$ cat config.mk
export PLATFORM = sky130hd
export DESIGN_NAME = hermite_cubic_resampler_unit
export DESIGN_NICKNAME = d
export VERILOG_FILES = /design/src/rtl/core/hcr_pkg.sv /design/src/rtl/core/hcr_fifo.sv /design/src/rtl/core/hcr_front.sv /design/src/rtl/core/hcr_back.sv /design/src/rtl/core/hermite_cubic_resampler_unit.sv
export VERILOG_INCLUDE_DIRS = /design/src /design/src/rtl/core
export SDC_FILE = /design/constraint.sdc
export NUM_CORES = 2
export LEC_CHECK = 0
export BUFFER_PORTS_ARGS = -buffer_cell sky130_fd_sc_hd__buf_2
export CAP_MARGIN = 20
export CORE_MARGIN = 5
export CORE_UTILIZATION = 59
export CTS_CLUSTER_DIAMETER = 30
export DETAILED_ROUTE_END_ITERATION = 6
export GPL_TIMING_DRIVEN = 0
export PLACE_DENSITY = 0.78
export RECOVER_POWER = 50
export SYNTH_ARGS = -nofsm -noshare
export SYNTH_HDL_FRONTEND = slang
export SYNTH_SLANG_ARGS = --single-unit
$ cat constraint.sdc
create_clock -name i_clk -period 7.7 [get_ports i_clk]
set_input_delay 1.54 -clock i_clk [delete_from_list [all_inputs] [get_ports i_clk]]
set_output_delay 1.54 -clock i_clk [all_outputs]
set_load 0.01 [all_outputs]
$ cat src/rtl/core/assert_macros.svh
// Assertion macros shared by the resampler RTL.
// No dependencies; bodies are empty when SYNTHESIS is defined.
`ifndef ASSERT_MACROS_SVH
`define ASSERT_MACROS_SVH
`ifndef SYNTHESIS
`define HCR_ASSERT_IMPL(lbl, clk, rst_n, ante, cons) \
    lbl: assert property (@(posedge clk) disable iff (!rst_n) (ante) |-> (cons)) \
        else $error("assertion failed");
`define HCR_ASSERT_NEXT(lbl, clk, rst_n, ante, cons) \
    lbl: assert property (@(posedge clk) disable iff (!rst_n) (ante) |=> (cons)) \
        else $error("assertion failed");
`else
`define HCR_ASSERT_IMPL(lbl, clk, rst_n, ante, cons)
`define HCR_ASSERT_NEXT(lbl, clk, rst_n, ante, cons)
`endif
`endif

$ cat src/rtl/core/hcr_pkg.sv
// Shared constants and types of the Hermite cubic resampler.
// No dependencies.
package hcr_pkg;

    localparam int TAPS          = 4;
    localparam int Q_BITS        = 16;
    localparam int FRAC_BITS     = 32;
    localparam int POS_BITS      = 41;
    localparam int RATE_BITS     = 40;
    localparam int GLIDE_BITS    = 32;
    localparam int CFG_IDX_BITS  = 2;
    localparam int CFG_DATA_BITS = 40;
    localparam int JOB_Q_DEPTH   = 2;
    localparam int OUT_Q_DEPTH   = 2;

    localparam logic [RATE_BITS-1:0] RATE_MIN   = 40'd67108864;
    localparam logic [RATE_BITS-1:0] RATE_MAX   = 40'hFF_FFFF_FFFF;
    localparam logic [RATE_BITS-1:0] RATE_RESET = 40'h01_0000_0000;
    localparam logic [POS_BITS-1:0]  POS_ONE    = 41'h001_0000_0000;

    localparam logic [CFG_IDX_BITS-1:0] CFG_INITIAL_RATE = 2'd0;
    localparam logic [CFG_IDX_BITS-1:0] CFG_RATE_GLIDE   = 2'd1;
    localparam logic [CFG_IDX_BITS-1:0] CFG_START_OFFSET = 2'd2;

    typedef struct packed {
        logic full;
        logic empty;
    } t_fifo_stat;

    typedef enum logic [1:0] {
        F_IDLE = 2'b01,
        F_RUN  = 2'b10
    } t_front_state;

    typedef enum logic [3:0] {
        B_IDLE = 4'b0001,
        B_T1   = 4'b0010,
        B_T2   = 4'b0100,
        B_T3   = 4'b1000
    } t_back_state;

endpackage

$ cat src/rtl/core/hcr_fifo.sv
// Small first-word-fall-through register queue.
// Depends on hcr_pkg (status struct).
module hcr_fifo #(
    parameter int WIDTH = 8,
    parameter int DEPTH = 2
) (
    input  logic                i_clk,
    input  logic                i_rst_n,
    input  logic                i_push,
    input  logic [WIDTH-1:0]    i_data,
    input  logic                i_pop,
    output logic [WIDTH-1:0]    o_data,
    output hcr_pkg::t_fifo_stat o_stat
);

    localparam int PTR_BITS = (DEPTH > 1) ? $clog2(DEPTH) : 1;
    localparam int CNT_BITS = $clog2(DEPTH + 1);

    logic [WIDTH-1:0]    r_mem [DEPTH];
    logic [PTR_BITS-1:0] r_wr_ptr, n_wr_ptr;
    logic [PTR_BITS-1:0] r_rd_ptr, n_rd_ptr;
    logic [CNT_BITS-1:0] r_count, n_count;

    always_comb begin
        n_wr_ptr = r_wr_ptr;
        n_rd_ptr = r_rd_ptr;
        n_count  = r_count;
        if (i_push) begin
            n_wr_ptr = (r_wr_ptr == PTR_BITS'(DEPTH - 1)) ? '0 : r_wr_ptr + PTR_BITS'(1);
        end
        if (i_pop) begin
            n_rd_ptr = (r_rd_ptr == PTR_BITS'(DEPTH - 1)) ? '0 : r_rd_ptr + PTR_BITS'(1);
        end
        if (i_push && !i_pop) begin
            n_count = r_count + CNT_BITS'(1);
        end else if (i_pop && !i_push) begin
            n_count = r_count - CNT_BITS'(1);
        end
    end

    always_ff @(posedge i_clk) begin
        if (!i_rst_n) begin
            r_wr_ptr <= '0;
            r_rd_ptr <= '0;
            r_count  <= '0;
        end else begin
            r_wr_ptr <= n_wr_ptr;
            r_rd_ptr <= n_rd_ptr;
            r_count  <= n_count;
        end
    end

    always_ff @(posedge i_clk) begin
        if (i_push) begin
            r_mem[r_wr_ptr] <= i_data;
        end
    end

    assign o_data       = r_mem[r_rd_ptr];
    assign o_stat.full  = (r_count == CNT_BITS'(DEPTH));
    assign o_stat.empty = (r_count == '0);

endmodule

$ cat src/rtl/core/hcr_front.sv
// Front end: sample window, read position, rate glide and run control.
// Emits one job (window, fraction, last flag) per output. Depends on hcr_pkg.
module hcr_front #(
    parameter int SAMPLE_BITS = 24,
    parameter int MAX_RUN     = 64
) (
    input  logic                                 i_clk,
    input  logic                                 i_rst_n,
    input  logic                                 i_push,
    input  logic signed [SAMPLE_BITS-1:0]        i_sample_in,
    output logic                                 o_full,
    input  logic                                 i_cfg_we,
    input  logic [hcr_pkg::CFG_IDX_BITS-1:0]     i_cfg_idx,
    input  logic [hcr_pkg::CFG_DATA_BITS-1:0]    i_cfg_data,
    output logic                                 o_job_push,
    output logic [hcr_pkg::TAPS*SAMPLE_BITS+hcr_pkg::Q_BITS:0] o_job_data,
    input  hcr_pkg::t_fifo_stat                  i_job_stat
);

    localparam int CNT_BITS  = $clog2(MAX_RUN + 1);
    localparam int POS_BITS  = hcr_pkg::POS_BITS;
    localparam int RATE_BITS = hcr_pkg::RATE_BITS;
    localparam int FRAC_BITS = hcr_pkg::FRAC_BITS;

    hcr_pkg::t_front_state r_state, n_state;

    logic [SAMPLE_BITS-1:0]         r_hist [hcr_pkg::TAPS];
    logic [SAMPLE_BITS-1:0]         n_hist [hcr_pkg::TAPS];
    logic [POS_BITS-1:0]            r_pos, n_pos;
    logic [RATE_BITS-1:0]           r_rate, n_rate;
    logic [hcr_pkg::GLIDE_BITS-1:0] r_glide, n_glide;
    logic [CNT_BITS-1:0]            r_cnt, n_cnt;

    logic                          w_below;
    logic [POS_BITS-1:0]           w_pos_step;
    logic signed [RATE_BITS+1:0]   w_rate_sum;
    logic [RATE_BITS-1:0]          w_rate_glided;
    logic [RATE_BITS-1:0]          w_cfg_rate;
    logic                          w_last;

    assign w_below    = (r_pos[POS_BITS-1:FRAC_BITS] == '0);
    assign w_pos_step = r_pos + POS_BITS'(r_rate);
    assign w_rate_sum = $signed({2'b00, r_rate}) + (RATE_BITS+2)'($signed(r_glide));
    assign w_last     = (w_pos_step[POS_BITS-1:FRAC_BITS] != '0)
                     || (r_cnt == CNT_BITS'(MAX_RUN - 1));
    assign w_cfg_rate = (i_cfg_data[RATE_BITS-1:0] < hcr_pkg::RATE_MIN)
                      ? hcr_pkg::RATE_MIN : i_cfg_data[RATE_BITS-1:0];

    always_comb begin
        if (w_rate_sum[RATE_BITS+1]
            || (w_rate_sum[RATE_BITS:0] < {1'b0, hcr_pkg::RATE_MIN})) begin
            w_rate_glided = hcr_pkg::RATE_MIN;
        end else if (w_rate_sum[RATE_BITS]) begin
            w_rate_glided = hcr_pkg::RATE_MAX;
        end else begin
            w_rate_glided = w_rate_sum[RATE_BITS-1:0];
        end
    end

    always_comb begin
        n_state    = r_state;
        n_hist     = r_hist;
        n_pos      = r_pos;
        n_rate     = r_rate;
        n_glide    = r_glide;
        n_cnt      = r_cnt;
        o_job_push = 1'b0;

        if (i_cfg_we) begin
            unique case (i_cfg_idx)
                hcr_pkg::CFG_INITIAL_RATE: n_rate  = w_cfg_rate;
                hcr_pkg::CFG_RATE_GLIDE:   n_glide = i_cfg_data[hcr_pkg::GLIDE_BITS-1:0];
                hcr_pkg::CFG_START_OFFSET: n_pos   = POS_BITS'(i_cfg_data[FRAC_BITS-1:0]);
                default: ;
            endcase
        end

        unique case (r_state)
            hcr_pkg::F_IDLE: begin
                if (i_push) begin
                    for (int i = 0; i < hcr_pkg::TAPS - 1; i++) begin
                        n_hist[i] = r_hist[i+1];
                    end
                    n_hist[hcr_pkg::TAPS-1] = i_sample_in;
                    if (!w_below) begin
                        n_pos = r_pos - hcr_pkg::POS_ONE;
                    end
                    n_cnt   = '0;
                    n_state = hcr_pkg::F_RUN;
                end
            end
            hcr_pkg::F_RUN: begin
                if (!w_below) begin
                    n_state = hcr_pkg::F_IDLE;
                end else if (!i_job_stat.full) begin
                    o_job_push = 1'b1;
                    n_pos      = w_pos_step;
                    n_rate     = w_rate_glided;
                    n_cnt      = r_cnt + CNT_BITS'(1);
                    if (w_last) begin
                        n_state = hcr_pkg::F_IDLE;
                    end
                end
            end
            default: n_state = hcr_pkg::F_IDLE;
        endcase
    end

    always_ff @(posedge i_clk) begin
        if (!i_rst_n) begin
            r_state <= hcr_pkg::F_IDLE;
            for (int i = 0; i < hcr_pkg::TAPS; i++) begin
                r_hist[i] <= '0;
            end
            r_pos   <= '0;
            r_rate  <= hcr_pkg::RATE_RESET;
            r_glide <= '0;
            r_cnt   <= '0;
        end else begin
            r_state <= n_state;
            r_hist  <= n_hist;
            r_pos   <= n_pos;
            r_rate  <= n_rate;
            r_glide <= n_glide;
            r_cnt   <= n_cnt;
        end
    end

    assign o_full     = (r_state == hcr_pkg::F_RUN);
    assign o_job_data = {w_last, r_pos[FRAC_BITS-1 -: hcr_pkg::Q_BITS],
                         r_hist[3], r_hist[2], r_hist[1], r_hist[0]};

endmodule

$ cat src/rtl/core/hcr_back.sv
// Back end: cubic Hermite evaluation by Horner on one shared multiplier,
// rounding and saturation. Depends on hcr_pkg.
module hcr_back #(
    parameter int SAMPLE_BITS = 24
) (
    input  logic                 i_clk,
    input  logic                 i_rst_n,
    input  logic [hcr_pkg::TAPS*SAMPLE_BITS+hcr_pkg::Q_BITS:0] i_job_data,
    input  hcr_pkg::t_fifo_stat  i_job_stat,
    output logic                 o_job_pop,
    output logic                 o_res_push,
    output logic [SAMPLE_BITS:0] o_res_data,
    input  hcr_pkg::t_fifo_stat  i_res_stat
);

    localparam int SB  = SAMPLE_BITS;
    localparam int QB  = hcr_pkg::Q_BITS;
    localparam int KW  = SB + 6;
    localparam int TW  = SB + 15;
    localparam int PW  = TW + QB + 1;
    localparam int AW  = SB + 34;
    localparam int SH1 = 8;
    localparam int SH2 = 16;
    localparam int SH3 = 25;
    localparam logic signed [AW-1:0] ROUND_HALF = {{(AW-SH3){1'b0}}, 1'b1, {(SH3-1){1'b0}}};

    hcr_pkg::t_back_state r_state, n_state;

    logic signed [TW-1:0] r_t, n_t;
    logic [QB-1:0]        r_q, n_q;
    logic signed [KW-1:0] r_b2, n_b2;
    logic signed [KW-1:0] r_c2, n_c2;
    logic signed [SB-1:0] r_x1, n_x1;
    logic                 r_last, n_last;

    logic signed [KW-1:0] w_e0, w_e1, w_e2, w_e3, w_d12, w_a2, w_b2, w_c2;
    logic signed [PW-1:0] w_prod;
    logic signed [AW-1:0] w_addend, w_acc, w_y;
    logic                 w_sat_hi, w_sat_lo;
    logic [SB-1:0]        w_sample;

    assign w_e0  = KW'($signed(i_job_data[0*SB +: SB]));
    assign w_e1  = KW'($signed(i_job_data[1*SB +: SB]));
    assign w_e2  = KW'($signed(i_job_data[2*SB +: SB]));
    assign w_e3  = KW'($signed(i_job_data[3*SB +: SB]));
    assign w_d12 = w_e1 - w_e2;
    assign w_c2  = w_e2 - w_e0;
    assign w_a2  = w_d12 + (w_d12 <<< 1) + (w_e3 - w_e0);
    assign w_b2  = w_e0 - (w_e1 <<< 1) + w_e2 - w_a2;

    assign w_prod = r_t * $signed({1'b0, r_q});

    always_comb begin
        unique case (r_state)
            hcr_pkg::B_T1: w_addend = AW'(r_b2) <<< 16;
            hcr_pkg::B_T2: w_addend = AW'(r_c2) <<< 24;
            hcr_pkg::B_T3: w_addend = (AW'(r_x1) <<< SH3) + ROUND_HALF;
            default:       w_addend = '0;
        endcase
    end

    assign w_acc    = AW'(w_prod) + w_addend;
    assign w_y      = w_acc >>> SH3;
    assign w_sat_hi = !w_y[AW-1] && (|w_y[AW-2:SB-1]);
    assign w_sat_lo = w_y[AW-1] && !(&w_y[AW-2:SB-1]);
    assign w_sample = w_sat_hi ? {1'b0, {(SB-1){1'b1}}}
                    : w_sat_lo ? {1'b1, {(SB-1){1'b0}}}
                    : w_y[SB-1:0];

    always_comb begin
        n_state    = r_state;
        n_t        = r_t;
        n_q        = r_q;
        n_b2       = r_b2;
        n_c2       = r_c2;
        n_x1       = r_x1;
        n_last     = r_last;
        o_job_pop  = 1'b0;
        o_res_push = 1'b0;
        unique case (r_state)
            hcr_pkg::B_IDLE: begin
                if (!i_job_stat.empty) begin
                    o_job_pop = 1'b1;
                    n_t       = TW'(w_a2);
                    n_q       = i_job_data[4*SB +: QB];
                    n_b2      = w_b2;
                    n_c2      = w_c2;
                    n_x1      = i_job_data[1*SB +: SB];
                    n_last    = i_job_data[4*SB+QB];
                    n_state   = hcr_pkg::B_T1;
                end
            end
            hcr_pkg::B_T1: begin
                n_t     = TW'(w_acc >>> SH1);
                n_state = hcr_pkg::B_T2;
            end
            hcr_pkg::B_T2: begin
                n_t     = TW'(w_acc >>> SH2);
                n_state = hcr_pkg::B_T3;
            end
            hcr_pkg::B_T3: begin
                if (!i_res_stat.full) begin
                    o_res_push = 1'b1;
                    n_state    = hcr_pkg::B_IDLE;
                end
            end
            default: n_state = hcr_pkg::B_IDLE;
        endcase
    end

    always_ff @(posedge i_clk) begin
        if (!i_rst_n) begin
            r_state <= hcr_pkg::B_IDLE;
        end else begin
            r_state <= n_state;
        end
    end

    always_ff @(posedge i_clk) begin
        r_t    <= n_t;
        r_q    <= n_q;
        r_b2   <= n_b2;
        r_c2   <= n_c2;
        r_x1   <= n_x1;
        r_last <= n_last;
    end

    assign o_res_data = {w_sample, r_last};

endmodule

$ cat src/rtl/core/hermite_cubic_resampler_unit.sv
// Top level of the 4-point cubic Hermite variable-rate resampler.
// Depends on hcr_pkg, hcr_fifo, hcr_front, hcr_back and assert_macros.svh.
//
// Usage: push one Q23 sample while full is low; it shifts into the four-sample
// window and the read position drops by one unless it is already below one.
// The front end then queues one job per output (up to MAX_RUN) and holds full
// high until the whole run is queued. For each output the back end loads the
// coefficients and then runs three Horner steps through a single multiplier;
// the last step waits while the result queue is full. Results leave through
// a two-entry queue (empty/pop); run_end marks the last output of each input
// sample. Configuration writes are taken at once and belong in idle periods
// only.
`include "assert_macros.svh"

module hermite_cubic_resampler_unit #(
    parameter int SAMPLE_BITS = 24,
    parameter int MAX_RUN     = 64
) (
    input  logic                              i_clk,
    input  logic                              i_rst_n,
    input  logic                              push,
    output logic                              full,
    input  logic signed [SAMPLE_BITS-1:0]     i_sample_in,
    output logic                              empty,
    input  logic                              pop,
    output logic signed [SAMPLE_BITS-1:0]     o_sample_out,
    output logic                              o_run_end,
    input  logic                              i_cfg_we,
    input  logic [hcr_pkg::CFG_IDX_BITS-1:0]  i_cfg_idx,
    input  logic [hcr_pkg::CFG_DATA_BITS-1:0] i_cfg_data
);

    localparam int JOB_BITS = hcr_pkg::TAPS * SAMPLE_BITS + hcr_pkg::Q_BITS + 1;
    localparam int RES_BITS = SAMPLE_BITS + 1;

    logic                w_job_push, w_job_pop;
    logic [JOB_BITS-1:0] w_job_in, w_job_out;
    hcr_pkg::t_fifo_stat w_job_stat;

    logic                w_res_push;
    logic [RES_BITS-1:0] w_res_in, w_res_out;
    hcr_pkg::t_fifo_stat w_res_stat;

    hcr_front #(
        .SAMPLE_BITS (SAMPLE_BITS),
        .MAX_RUN     (MAX_RUN)
    ) u_front (
        .i_clk       (i_clk),
        .i_rst_n     (i_rst_n),
        .i_push      (push),
        .i_sample_in (i_sample_in),
        .o_full      (full),
        .i_cfg_we    (i_cfg_we),
        .i_cfg_idx   (i_cfg_idx),
        .i_cfg_data  (i_cfg_data),
        .o_job_push  (w_job_push),
        .o_job_data  (w_job_in),
        .i_job_stat  (w_job_stat)
    );

    hcr_fifo #(
        .WIDTH (JOB_BITS),
        .DEPTH (hcr_pkg::JOB_Q_DEPTH)
    ) u_job_q (
        .i_clk   (i_clk),
        .i_rst_n (i_rst_n),
        .i_push  (w_job_push),
        .i_data  (w_job_in),
        .i_pop   (w_job_pop),
        .o_data  (w_job_out),
        .o_stat  (w_job_stat)
    );

    hcr_back #(
        .SAMPLE_BITS (SAMPLE_BITS)
    ) u_back (
        .i_clk      (i_clk),
        .i_rst_n    (i_rst_n),
        .i_job_data (w_job_out),
        .i_job_stat (w_job_stat),
        .o_job_pop  (w_job_pop),
        .o_res_push (w_res_push),
        .o_res_data (w_res_in),
        .i_res_stat (w_res_stat)
    );

    hcr_fifo #(
        .WIDTH (RES_BITS),
        .DEPTH (hcr_pkg::OUT_Q_DEPTH)
    ) u_res_q (
        .i_clk   (i_clk),
        .i_rst_n (i_rst_n),
        .i_push  (w_res_push),
        .i_data  (w_res_in),
        .i_pop   (pop && !w_res_stat.empty),
        .o_data  (w_res_out),
        .o_stat  (w_res_stat)
    );

    assign empty        = w_res_stat.empty;
    assign o_sample_out = w_res_out[RES_BITS-1:1];
    assign o_run_end    = w_res_out[0];

    `HCR_ASSERT_IMPL(a_job_only_when_busy, i_clk, i_rst_n, w_job_push, full)
    `HCR_ASSERT_IMPL(a_job_q_no_overflow, i_clk, i_rst_n, w_job_push, !w_job_stat.full)
    `HCR_ASSERT_IMPL(a_job_q_no_underflow, i_clk, i_rst_n, w_job_pop, !w_job_stat.empty)
    `HCR_ASSERT_IMPL(a_res_q_no_overflow, i_clk, i_rst_n, w_res_push, !w_res_stat.full)
    `HCR_ASSERT_NEXT(a_busy_after_accept, i_clk, i_rst_n, push && !full, full)

endmodule
== Word-level counts from Yosys, hierarchy flattened ==
Memories as Yosys holds them, arrays and structs flattened. A register that Yosys moved wholly into a read port is not among the register bits.
Cells that the tools add are included.
W data, S select, Z words.

* RAM bits: 276
* Memories kept: 2
* Output and inout port bits: 27
* Flip-flop bits (word level): 370
* Word-level logic and storage cells: 157

* Multiply operators: 1
* Reduce and logical (&&, ||, !) cells: 34
* $add $sub $neg: 22
* Muxes and demuxes: 55
* Equality and inequality tests: 18
* Order comparisons: 2
* Bitwise gates (word level): 1

{| class="wikitable"
|+ Memory list
! memory !! depth !! bits a word !! read ports !! clocked after Yosys merged registers in !! wr ports !! RTL line !! RTL
|-
| u_job_q.r_mem || 2 || 113 || 1 || 1 || 1 || hcr_fifo.sv:19 || <nowiki>logic [WIDTH-1:0] r_mem [DEPTH];</nowiki>
|-
| u_res_q.r_mem || 2 || 25 || 1 || 1 || 1 || hcr_fifo.sv:19 ||
|}

{| class="wikitable"
|+ Operators by type and width
! kind !! number
|-
| $mux W40 || 8
|-
| $mux W41 || 6
|-
| $pmux W58 S3 || 1
|-
| $pmux W39 S3 || 1
|-
| $pmux W41 S2 || 1
|-
| $sub A24 B24 Y25 || 3
|-
| $add A30 B30 Y30 || 2
|-
| $add A56 B58 Y58 || 1
|-
| $mul A39 B17 Y56 || 1
|-
| $add A49 B26 Y50 const B || 1
|-
| $mux W24 || 2
|-
| $add A41 B32 Y42 || 1
|-
| $add A41 B40 Y41 || 1
|-
| $lt A41 B27 Y1 const B || 1
|-
| $sub A41 B33 Y41 const B || 1
|-
| $lt A40 B27 Y1 const B || 1
|-
| $mux W39 || 1
|-
| $sub A30 B30 Y30 || 1
|-
| $add A26 B24 Y27 || 1
|-
| $sub A24 B25 Y26 || 1
|-
| $mux W7 || 3
|-
| $mux W1 || 19
|-
| $mux W2 || 8
|-
| $pmux W4 S4 || 1
|-
| 31 further kinds || 66
|}

== Logic depth before layout (Yosys ltp) ==
* Depth in word-level cells: 8
* Mapped depth: 39
* Gate-level depth less buffers: 35

== By module ==
From an unflattened synthesis, not the netlist that was laid out.

* Cell total of the unflattened synthesis: 6203
* Area, all modules: 60041.3 um^2

{| class="wikitable"
|+ By module, submodules not included
! module !! cells each !! seq. area each (um^2) !! area an instance (um^2) !! times used
|-
| hcr_back || 3858 || 4103.9 || 35385.2 || 1
|-
| hcr_front || 1870 || 4364.2 || 13957.1 || 1
|-
| hcr_fifo at u_job_q || 374 || 6886.6 || 8663.3 || 1
|-
| hcr_fifo at u_res_q || 100 || 1601.5 || 2021.9 || 1
|-
| hermite_cubic_resampler_unit || 1 || 0.0 || 13.8 || 1
|}

== Least setup slack after synthesis ==
No wires, ideal clock.

* Kind: register to register
* From: register (tool-made name)
* To: register u_back.r_b2[29] (data pin)
* Cell stages (with the launch flop): 34
* Slack: -0.149 ns
* Data arrival time: 7.588 ns
* Path through: dfxtp_1 > clkbuf_1 > clkbuf_1 > buf_1 > mux2i_1 > ha_1 > inv_1 > fa_1 > a21o_1 > a21oi_1 > o21bai_1 > a211o_1 > a221o_1 > o31ai_1 > o21bai_1 > a21oi_1 > xnor2_1 > fa_1 > ha_1 > a21oi_1 > nand2_1 > o21bai_1 > a41oi_1 > nor2b_1 > xor2_1 > ha_1 > a21o_1 > a21o_1 > o41a_1 > a41oi_1 > a211o_1 > o21ai_0 > xnor2_1 > xnor2_1

{| class="wikitable"
|+ RTL lines
! item !! RTL line !! RTL
|-
| to (signal assigned) || hcr_back.sv:122 || <nowiki>r_b2 <= n_b2;</nowiki>
|-
| to (decl) || hcr_back.sv:31 || <nowiki>logic signed [KW-1:0] r_b2, n_b2;</nowiki>
|}

== Worst setup path after layout ==
* From: register u_back.r_t[11]
* To: memory u_res_q.r_mem[0][5] in the netlist's numbering (data pin)

* Cells in the longest elaborated chain, start to end: 7

{| class="wikitable"
|+ RTL lines
! item !! RTL line !! RTL
|-
| from (decl) || hcr_back.sv:29 || <nowiki>logic signed [TW-1:0] r_t, n_t;</nowiki>
|-
| from (signal assigned) || hcr_back.sv:120 || <nowiki>r_t <= n_t;</nowiki>
|-
| $mul A39 B17 Y56 * || hcr_back.sv:51 || <nowiki>assign w_prod = r_t * $signed({1'b0, r_q});</nowiki>
|-
| $add A56 B58 Y58 * || hcr_back.sv:62 || <nowiki>assign w_acc = AW'(w_prod) + w_addend;</nowiki>
|-
| $reduce_and A10 Y1 || hcr_back.sv:65 || <nowiki>assign w_sat_lo = w_y[AW-1] && !(&w_y[AW-2:SB-1]);</nowiki>
|-
| $logic_not A1 Y1 || hcr_back.sv:65 ||
|-
| $logic_and A1 B1 Y1 || hcr_back.sv:65 ||
|-
| $mux W24 || hcr_back.sv:67 || <nowiki>: w_sat_lo ? {1'b1, {(SB-1){1'b0}}}</nowiki>
|-
| $mux W24 * || hcr_back.sv:66 || <nowiki>assign w_sample = w_sat_hi ? {1'b0, {(SB-1){1'b1}}}</nowiki>
|-
| named net u_back.o_res_data[5] || hcr_back.sv:12 || <nowiki>output logic [SAMPLE_BITS:0] o_res_data,</nowiki>
|-
| to (decl) || hcr_fifo.sv:19 ||
|}

The timed path passes the listed nets; every way through them passes the cells marked *.

==> flow_summary.json <==
{
  "crit_path_max_incr_delay_ps": 560,
  "wl_per_cell_um": 21.35,
  "clk_latency_ps": 650,
  "critPathCaptureType": "flop",
  "synthArstFlopShare": 0,
  "cts.sinks": 643,
  "dp.cells": 7721,
  "die_area_um2": 108900,
  "core_um2": 101700,
  "clock_skew_ps": 31.92,
  "arrival_ps": 8170,
  "drt_iter0_drc": 4589,
  "synth_cells": 6247,
  "diodes": 0,
  "syn_area_per_cell_um2": 9.669,
  "synth_most_common_cell": "inv_1",
  "grt_antenna_before_repair": 2,
  "cts_tree": "built",
  "synth_top_area_frac": 0.2274,
  "layout-drive-gt1-share": 0.1352,
  "setup.worst_path.start_class": "flop",
  "path_common_cell": "fa_1",
  "drtAntennaViolNets": 0,
  "synth_nets": 7389,
  "timing.rr.end": "u_res_q.r_mem[0][5]",
  "syn2layout_area_growth_pct": 14.41,
  "endpoint": "u_res_q.r_mem[0][5]",
  "hold_path.class": "flop to flop",
  "crit_path_max_fanout": 10,
  "worst_path_max_delay_cell": "fa_1",
  "grt.total_usage": 0.3093,
  "cts_buffers": 92,
  "yosys.area.top_type": "fa_1",
  "cts_max_path_buffers": 3,
  "synth_cell_type_count": 96,
  "synth_edf_count": 411,
  "setup_slack_ps": -8.876,
  "routed_via_density": 5.866,
  "htreeDepth": 3,
  "max_slew_margin": -0.7775,
  "synth_area_leaders": "fa_1 (23%), edfxtp_1 (20%), ha_1 (8.0%)",
  "grt_max_degree": 61,
  "worst_pin_slew_ps": 2656,
  "status": "complete, but fails checks",
  "fillers": 7576,
  "fin_crit_sh": 1.001,
  "finalSetupViolCount": 2,
  "drv_cap": 5,
  "place.port_buffers": 96,
  "ys.flop_type": "edfxtp_1",
  "dp_slack_ps": -2269,
  "crit_required_ps": 8160,
  "path_depth": 26,
  "cts-root-buf": "clkbuf_16",
  "r2r_start": "u_back.r_t[11]",
  "row_count": 117,
  "place.gp.congestion": 0.9712,
  "synth-seq-cells": 643,
  "synth_commonest_cells": "inv_1 (976), nand2_1 (834), fa_1 (686), edfxtp_1 (411), ha_1 (385)",
  "hold_viol_final": 0,
  "rsz0062_at_grt": "yes",
  "first_pass_iters": 7,
  "slew_viol_final": 143,
  "clkTransAtPathRegs_ps": 60,
  "grt_pass1_wl_um": 262100,
  "hpwl_um": 134600,
  "crit_family": "adder cells",
  "die_w_um": 330.0,
  "stdcell_count": 8018,
  "num_vias": 47033,
  "start_util": 0.5937,
  "die_h_um": 330.0,
  "pin_count": 98,
  "rr_worst_depth": 26,
  "routed_wl_um": 171200,
  "ys.warnings.count": 0,
  "fmax_ghz": 0.1297,
  "drc": 7,
  "grt_pass1_vias": 47020,
  "nets": 7712,
  "reg2reg_setup_slack_ps": -9,
  "grt-ovfl-total": 0,
  "criticalPathCategory": "flop to flop",
  "yosysSeqAreaShare": 0.2812,
  "syn_area_um2": 60400,
  "worstSetupStartpoint": "u_back.r_t[11]",
  "crit_buf_inv": 7,
  "violations": "design-rule violations, max-capacitance violations, max-slew violations, negative setup slack",
  "ctsHoldBuffers": 0,
  "min_period_ps": 7709
}
[routing by layer]
layer	wire [um]	vias to the layer above	track usage
li1	-	21321	-
met1	69740	23254	0.4228
met2	79230	2106	0.4980
met3	15120	350	0.05545
met4	7083	2	0.1164
met5	11	-	0
[stage by stage]
| stage | util | hold WS [ps] | cell area (um2) | setup TNS (ps) |
|---|---|---|---|---|
| 2_1_floorplan | - | 421.5 | 60400 | 0 |
| 3_3_place_gp | 0.6152 | 430.6 | 62600 | -484630 |
| 3_5_place_dp | 0.6178 | 441.7 | 62850 | -138010 |
| 4_1_cts | 0.6672 | 450.4 | 67880 | 0 |
| 5_1_grt | 0.6792 | 463.0 | 69110 | -2900 |
| 6_report | 0.6792 | 454.7 | 69110 | -13.94 |
[cell type report]
| cell class | count | area [um2] | area share |
|---|---|---|---|
| clock buffer | 110 | 2506 | 0.03627 |
| inverter | 976 | 3664 | 0.05301 |
| clock inverter | 64 | 783.3 | 0.01133 |
| tap | 1368 | 1712 | 0.02477 |
| multi-input combinational | 4369 | 40090 | 0.5801 |
| sequential | 643 | 17000 | 0.2460 |
| timing repair buffer | 244 | 1757 | 0.02542 |
| buffer | 244 | 1594 | 0.02307 |
[registers in the layout, indices dropped and copies added, names as in the netlist, 24 cells and up, named ones only]
| signal | cells |
|---|---|
| u_front.r_glide | 32 |
| u_back.r_t | 39 |
| u_res_q.r_mem | 50 |
| u_back.r_c2 | 25 |
| u_front.o_job_data | 96 |
| u_front.r_rate | 40 |
| u_front.r_pos | 41 |
| u_back.r_b2 | 30 |
| u_job_q.r_mem | 226 |
| u_back.r_x1 | 24 |
[cell usage in the layout (no fill, tap or decap), types with 23 or more instances in the layout]
cell type	instances
nor3_1	61
nor2b_1	30
clkbuf_4	27
mux2i_1	52
mux2_2	63
o21bai_1	36
a21o_1	105
ha_1	346
a22oi_1	57
o21ai_2	23
buf_4	133
clkbuf_1	123
o22ai_2	31
and3_1	23
xnor2_1	159
nand2b_1	38
fa_1	671
clkbuf_2	29
dfxtp_1	227
mux2_1	24
buf_2	113
a21oi_2	28
a21boi_0	139
nand3_1	59
nand4_1	33
o21ai_0	168
inv_1	965
nor2_1	191
o221ai_1	28
and2_1	348
edfxtp_1	411
ha_4	23
clkbuf_16	99
o21a_1	35
xor2_1	84
a222oi_1	24
a21oi_1	218
nand2_1	828
a31oi_1	36
[what timing repair did]
item,in CTS,in global routing
gates resized for setup,360,266
gates cloned,2,2
pin swaps,44,132
buffers inserted,61,72
setup endpoints to repair,96,66
[worst min path at each step]
stage,startpoint,endpoint,slack [ps],cells past startpoint
final,u_front.o_job_data[0],u_job_q.r_mem[1][0],450,0
after global routing,u_front.o_job_data[6],u_job_q.r_mem[1][6],460,0
after CTS,u_front.o_job_data[4],u_job_q.r_mem[0][4],450,0
after detailed placement,u_front.o_job_data[13],u_job_q.r_mem[0][13],440,0
after global placement,u_front.o_job_data[23],u_job_q.r_mem[1][23],430,0
after floorplan,u_back.r_last,u_res_q.r_mem[0][0],420,0
[cell families (layout without fill, tap and decap cells)]
group | Yosys count | in the layout | share of synthesized area
buffers and inverters | 1235 | 1638 | 0.07915
adder cells (fa/ha/maj) | 1071 | 1071 | 0.3071
AO/OA/AOI/OAI | 1144 | 1144 | 0.1305
multiplexers | 151 | 151 | 0.02687
XOR/XNOR | 270 | 270 | 0.03940
flip-flops | 643 | 643 | 0.2812
AND/OR/NAND/NOR | 1733 | 1733 | 0.1358
Power is left out: the tool's default activity adds up to more than one toggle a clock period on the data nets, which glitch-free logic cannot reach.
